===== config.mk =====
export PLATFORM = sky130hd
export DESIGN_NAME = linear_probe_hash_table
export DESIGN_NICKNAME = d
export VERILOG_FILES = /design/src/hw/rtl/lph_pkg.sv /design/src/hw/rtl/linear_probe_hash_table.sv
export SDC_FILE = /design/constraint.sdc
export NUM_CORES = 1
export LEC_CHECK = 0
export BUFFER_PORTS_ARGS = -buffer_cell sky130_fd_sc_hd__buf_2
export CAP_MARGIN = 20
export CORE_ASPECT_RATIO = 0.8
export CORE_MARGIN = 2
export CORE_UTILIZATION = 55
export DETAILED_ROUTE_END_ITERATION = 16
export PLACE_DENSITY = 0.79
export SYNTH_ARGS = -nofsm -noshare
export SYNTH_HDL_FRONTEND = slang
export SYNTH_SLANG_ARGS = --single-unit

===== constraint.sdc =====
create_clock -name clk -period 4.9 [get_ports clk]
set_clock_uncertainty 0.2 [all_clocks]
set_input_delay 0.98 -clock clk [delete_from_list [all_inputs] [get_ports clk]]
set_output_delay 0.98 -clock clk [all_outputs]
set_load 0.1 [all_outputs]

===== src/hw/rtl/lph_pkg.sv =====
// Shared types and codes for the linear-probing hash table.
// Request/result structs, operation, status and slot-mark codes, sequencer states.
// No dependencies.
`default_nettype none

package lph_pkg;

  localparam int unsigned SLOTS_DEF = 16;
  localparam int unsigned KEY_W     = 31;
  localparam int unsigned SLOT_W    = 4;

  typedef enum logic [1:0] {
    FUNC_INSERT = 2'd0,
    FUNC_REMOVE = 2'd1,
    FUNC_SEARCH = 2'd2,
    FUNC_CLEAR  = 2'd3
  } func_e_t;

  typedef enum logic [1:0] {
    STAT_OK   = 2'd0,
    STAT_MISS = 2'd1,
    STAT_FULL = 2'd2
  } status_e_t;

  typedef enum logic [1:0] {
    MARK_EMPTY = 2'd0,
    MARK_USED  = 2'd1,
    MARK_GONE  = 2'd2
  } mark_e_t;

  typedef enum logic [2:0] {
    ST_INIT,
    ST_IDLE,
    ST_HASH,
    ST_SCALE,
    ST_HOME,
    ST_PROBE,
    ST_CLEAR
  } state_t;

  typedef struct packed {
    func_e_t            func;
    logic [KEY_W-1:0]   key;
  } req_t;

  typedef struct packed {
    status_e_t          status;
    logic [SLOT_W-1:0]  slot;
  } rsp_t;

endpackage

`default_nettype wire


===== src/hw/rtl/linear_probe_hash_table.sv =====
// Open-addressing hash table, linear probing with tombstones.
// Depends on lph_pkg (request/result words, codes, states).
`default_nettype none

// A request word is taken when start is high and busy is low; its result word appears
// on rsp for exactly one cycle with done high and must be taken then. After accept
// the block is busy in the hash state and then probes 1..SLOTS slots, reading the
// slot memories through one read port, one slot per cycle. When SLOTS is not a power
// of two the home slot also passes the states ST_SCALE and ST_HOME: the key is
// multiplied by a rounded-up reciprocal of SLOTS and the quotient multiplied back,
// on one shared multiplier. Clear sweeps the mark memory one slot per cycle. After
// reset the same sweep runs with busy high before the first word is taken.
module linear_probe_hash_table #(
  parameter int unsigned SLOTS = lph_pkg::SLOTS_DEF
) (
  input  wire logic          clk,
  input  wire logic          rst,
  input  wire logic          start,
  output logic               busy,
  input  wire lph_pkg::req_t req,
  output logic               done,
  output lph_pkg::rsp_t      rsp
);

  import lph_pkg::*;

  localparam int unsigned IDX_W  = $clog2(SLOTS);
  localparam bit          POW2   = ((SLOTS & (SLOTS - 1)) == 0);
  localparam logic [IDX_W-1:0] LAST = IDX_W'(SLOTS - 1);
  localparam int unsigned PROD_W = KEY_W + 32;
  localparam int unsigned SHIFT  = KEY_W + IDX_W;
  // ceil(2^SHIFT / SLOTS): exact quotient for every key below 2^KEY_W
  localparam logic [31:0] RECIP   =
    32'((((64'd1 << SHIFT) + 64'(SLOTS - 1)) / 64'(SLOTS)));
  localparam logic [31:0] SLOTS_M = 32'(SLOTS);

  // slot storage
  mark_e_t          marks_mem [SLOTS];
  logic [KEY_W-1:0] keys_mem  [SLOTS];

  state_t           state, state_next;
  req_t             req_q;
  logic [IDX_W-1:0] pos, pos_next;
  logic [IDX_W-1:0] probes, probes_next;
  logic [PROD_W-1:0] prod, prod_next;
  logic             done_next;
  rsp_t             rsp_next;

  logic [IDX_W-1:0] rd_addr;
  mark_e_t          rd_mark;
  logic [KEY_W-1:0] rd_key;
  logic             mark_we;
  mark_e_t          mark_wd;
  logic             key_we;

  logic [IDX_W-1:0]  pos_inc;
  logic [KEY_W-1:0]  quot, key_rem;
  logic [31:0]       mul_a;
  logic [KEY_W-1:0]  mul_b;
  logic [PROD_W-1:0] prod_mul;
  logic [IDX_W-1:0]  home;
  logic              key_hit, last_probe;

  always_comb begin
    pos_inc    = (pos == LAST) ? '0 : pos + IDX_W'(1);
    quot       = KEY_W'(prod >> SHIFT);
    // shared multiplier: key times reciprocal, then quotient times SLOTS
    mul_a      = (state == ST_HASH) ? RECIP : SLOTS_M;
    mul_b      = (state == ST_HASH) ? req_q.key : quot;
    prod_mul   = PROD_W'(mul_a) * PROD_W'(mul_b);
    key_rem    = req_q.key - prod[KEY_W-1:0];
    home       = POW2 ? req_q.key[IDX_W-1:0] : key_rem[IDX_W-1:0];
    key_hit    = (rd_mark == MARK_USED) && (rd_key == req_q.key);
    last_probe = (probes == LAST);
  end

  always_comb begin
    state_next  = state;
    pos_next    = pos;
    probes_next = probes;
    prod_next   = prod;
    rd_addr     = pos_inc;   // prefetch the next slot while probing
    mark_we     = 1'b0;
    mark_wd     = MARK_EMPTY;
    key_we      = 1'b0;
    done_next   = 1'b0;
    rsp_next.status = STAT_OK;
    rsp_next.slot   = '0;
    busy        = (state != ST_IDLE);

    unique case (state)
      ST_INIT: begin
        mark_we = 1'b1;
        if (pos == LAST) begin
          pos_next   = '0;
          state_next = ST_IDLE;
        end else begin
          pos_next = pos + IDX_W'(1);
        end
      end
      ST_IDLE: begin
        if (start) begin
          if (req.func == FUNC_CLEAR) begin
            pos_next   = '0;
            state_next = ST_CLEAR;
          end else begin
            state_next = ST_HASH;
          end
        end
      end
      ST_HASH: begin
        if (POW2) begin
          rd_addr     = home;
          pos_next    = home;
          probes_next = '0;
          state_next  = ST_PROBE;
        end else begin
          prod_next  = prod_mul;
          state_next = ST_SCALE;
        end
      end
      ST_SCALE: begin
        prod_next  = prod_mul;
        state_next = ST_HOME;
      end
      ST_HOME: begin
        rd_addr     = home;
        pos_next    = home;
        probes_next = '0;
        state_next  = ST_PROBE;
      end
      ST_PROBE: begin
        if (req_q.func == FUNC_INSERT) begin
          priority if (rd_mark != MARK_USED) begin
            key_we        = 1'b1;
            mark_we       = 1'b1;
            mark_wd       = MARK_USED;
            done_next     = 1'b1;
            rsp_next.slot = SLOT_W'(pos);
            state_next    = ST_IDLE;
          end else if (last_probe) begin
            done_next       = 1'b1;
            rsp_next.status = STAT_FULL;
            state_next      = ST_IDLE;
          end else begin
            pos_next    = pos_inc;
            probes_next = probes + IDX_W'(1);
          end
        end else begin
          priority if (rd_mark == MARK_EMPTY) begin
            done_next       = 1'b1;
            rsp_next.status = STAT_MISS;
            state_next      = ST_IDLE;
          end else if (key_hit) begin
            if (req_q.func == FUNC_REMOVE) begin
              mark_we = 1'b1;
              mark_wd = MARK_GONE;
            end
            done_next     = 1'b1;
            rsp_next.slot = SLOT_W'(pos);
            state_next    = ST_IDLE;
          end else if (last_probe) begin
            done_next       = 1'b1;
            rsp_next.status = STAT_MISS;
            state_next      = ST_IDLE;
          end else begin
            pos_next    = pos_inc;
            probes_next = probes + IDX_W'(1);
          end
        end
      end
      ST_CLEAR: begin
        mark_we = 1'b1;
        if (pos == LAST) begin
          pos_next   = '0;
          done_next  = 1'b1;
          state_next = ST_IDLE;
        end else begin
          pos_next = pos + IDX_W'(1);
        end
      end
      default: begin
        state_next = ST_INIT;
        pos_next   = '0;
      end
    endcase
  end

  always_ff @(posedge clk) begin
    if (rst) begin
      state <= ST_INIT;
      pos   <= '0;
      done  <= 1'b0;
    end else begin
      state <= state_next;
      pos   <= pos_next;
      done  <= done_next;
    end
  end

  always_ff @(posedge clk) begin
    if (start && !busy) begin
      req_q <= req;
    end
    probes <= probes_next;
    prod   <= prod_next;
    rsp    <= rsp_next;
  end

  always_ff @(posedge clk) begin
    if (mark_we) begin
      marks_mem[pos] <= mark_wd;
    end
    rd_mark <= marks_mem[rd_addr];
  end

  always_ff @(posedge clk) begin
    if (key_we) begin
      keys_mem[pos] <= req_q.key;
    end
    rd_key <= keys_mem[rd_addr];
  end

  a_done_idle: assert property (@(posedge clk) disable iff (rst)
    done |-> state == ST_IDLE)
    else $error("result strobe while not idle");

  a_done_src: assert property (@(posedge clk) disable iff (rst)
    done |-> ($past(state) == ST_PROBE || $past(state) == ST_CLEAR))
    else $error("result strobe without a probe or clear");

  a_accept_busy: assert property (@(posedge clk) disable iff (rst)
    (start && !busy) |=> busy)
    else $error("accepted word did not start the sequencer");

  a_no_idle_write: assert property (@(posedge clk) disable iff (rst)
    (state == ST_IDLE) |-> !(mark_we || key_we))
    else $error("slot memory written while idle");

endmodule

`default_nettype wire


==> results.txt <==
CP Capture Type = register
leading post-synthesis cells by cell area = edfxtp_1 (72%), mux2i_1 (5.7%), a221oi_1 (4.9%)
crit path time final = 3.84 ns
port buffer count = 43
total global-route track usage = 24.5%
postcts setup bufs = 0
Worst-Skew Late Latency = 0.61 ns
worst reg2reg path startpoint = state[2]$_SDFFE_PP0P_
CP max FO = 18
Yosys warning total = 0
largest net degree at the start of global routing = 89
Yosys reg bits = 612
WP data arrival = 3.92 ns
CP Launch Point = state[2]$_SDFFE_PP0P_
global-route wire length before repair = 81800 µm
dominant cell type by area after synthesis = edfxtp_1
number of synthesized flops with an enable pin = 565
number of core rows = 67
status = finished clean
R2R Path End = keys_mem[0][17]$_DFFE_PP_
Synth top cells by count = edfxtp_1 (565), nand2_1 (152), a21oi_1 (144)
maximum VDD drop = 0.357 mV
Root Driver = clkbuf_16
die area = 44500 µm²
clk buf depth = 3
H-tree Lvls = 2
# DRC = 0
maximum clock frequency = 0.260 GHz
I/O pin total = 44
Cells after Synth = 1482
layout cells sized above 1 = 12.0%
detailed-placement wirelength estimate = 29300 µm
Cell Pwr Density = 558 nW/µm²
vias in the first global route = 13400
DR vias = 13700
r2r worst-path depth = 6
Primary FF master, synth = edfxtp_1
count of final max-slew check failures = 0
setup_tns = 0 ns
Critical Path RT = 4.98 ns
Power, Total = 14.7 mW
post-CTS sizing = 0
Cell Area, Synth = 23500 µm²
endpoints failing hold = 0
placed cell areas = 24700 µm²
drt total wl = 54300 µm
top cell type's share of synthesized area = 72.1%
ANT nets after route = 0
gpl congestion = 0.888
worst-margin pin slew = 1.11 ns
startpoint types = register
max cap viols = 0
Setup-failing EPs final = 0
n_diodes = 0
initial cell density of the core = 55.9%
CTS Hold Buffers Added = 0
DR pass1 iterations = 6
Core Footprint = 42100 µm²
fin area = 26400 µm²
clock-pin slew on the worst setup and hold paths = 0.07 ns
CTS buffer count = 54
max_slew headroom = 24.7%
synth-to-layout area growth = 12.3%
initial antenna violation count = 1
Hold WC Path Type = input pin to register
CTS tree = built
leakage power = 8.83 nW
Sinks on Clock Net = 612
internal reg-to-reg setup slack = 1.06 ns
Syn Area/Cell = 15.9 µm²
fin crit share = 78.4%
GRT overflow = 0
drt wl/cell = 25.5 µm
Via density = 6.43
Netlist cell types = 45
Syn Nets = 1523
Setup crit end = keys_mem[0][17]$_DFFE_PP_
Layout Nets = 1570
die height = 189 µm
ys async rst share = 0%
Seq/Total Area, Yosys = 76.1%
most numerous cell in the Yosys netlist = edfxtp_1
die width = 235 µm
RSZ-0062 raised after global routing = false
WS Path Type = register to register
drt initial violations = 1845
## final cells by class
class / count / area [µm²]
fillers: 2854 / 15700
flip-flops and latches: 612 / 17900
well taps: 552 / 691
repair buffers: 87 / 658
clock inverters: 27 / 299
inverters: 8 / 30.0
multi-input cells: 766 / 5390
clock buffers: 74 / 1450
## worst min path at each step
stage | cells after the start | start | slack [ns] | to
after CTS | 1 | req[22] | 0.32 | req_q[22]$_DFFE_PP_
after detailed placement | 1 | pos[1]$_SDFFE_PP0P_ | 0.35 | rsp[1]$_SDFF_PN0_
after floorplan | 1 | pos[1]$_SDFFE_PP0P_ | 0.30 | rsp[1]$_SDFF_PN0_
final | 1 | req[22] | 0.35 | req_q[22]$_DFFE_PP_
after global placement | 1 | pos[1]$_SDFFE_PP0P_ | 0.35 | rsp[1]$_SDFF_PN0_
after global routing | 1 | req[8] | 0.33 | req_q[8]$_DFFE_PP_
## placed cells by master (no fill, tap or decap), drive strengths merged, types with 8 or more instances in the layout
master	count
edfxtp	565
nand2	152
a21oi	144
mux2i	135
a221oi	132
buf	87
clkbuf	74
dfxtp	47
nor2	38
xnor2	34
or4	33
clkinv	21
nor3b	15
o21ai	10
nor3	10
nand4	8
inv	8
## per-layer routing
metal	vias to the layer above	routed length [µm]	GRT usage, %	share of wire [%]
met3	105	5220	4.23	9.6
met4	2	1230	7.15	2.3
met5	-	9	0	0.017
met1	6847	22200	35.2	41
met2	759	25700	38.9	47
li1	5962	-	-	-
## registers in the layout, summed over array words and instances (netlist names)
name and flops:
keys_mem 496, marks_mem 32, rd_key 31, req_q 29, rsp 6, home 4, pos 4, probes 4
state 3, rd_mark 2, done 1
## power breakdown
group	internal [mW]	leakage (nW)	switching, mW
clock	2.34	0.846	1.84
combinational	1.59	2.52	2.86
sequential	5.93	5.45	0.177
total	9.86	8.83	4.88
## critical path: stages (launching register included)
cell	delay, ns
dfxtp_1	0.61
inv_1	0.19
or2_2	0.44
nor2_1	0.54
nand2_1	0.40
nor2_4	0.71
buf_4	0.41
## cell families after synthesis
group	Yosys count	synth area share, %
and+or+nand+nor	279	5.59
adders and majority gates	5	0.266
AOI/OAI and AO/OA	312	9.15
DFF	612	76.1
xor gates and xnor gates	35	1.33
muxes	135	5.74
buffers and inverters	104	1.82
## stage by stage
stage               cells  util, %  setup WS [ns]  hold WS, ns
finish               2126     62.8           1.06        0.346
global route         2126     62.8          0.957        0.334
CTS                  2126     62.8           1.19        0.323
detailed placement   2025     58.6           1.23        0.353
floorplan            1482        -          0.743        0.298
global placement     2025     58.6           1.31        0.352
Power figures use the tool's default switching activity.
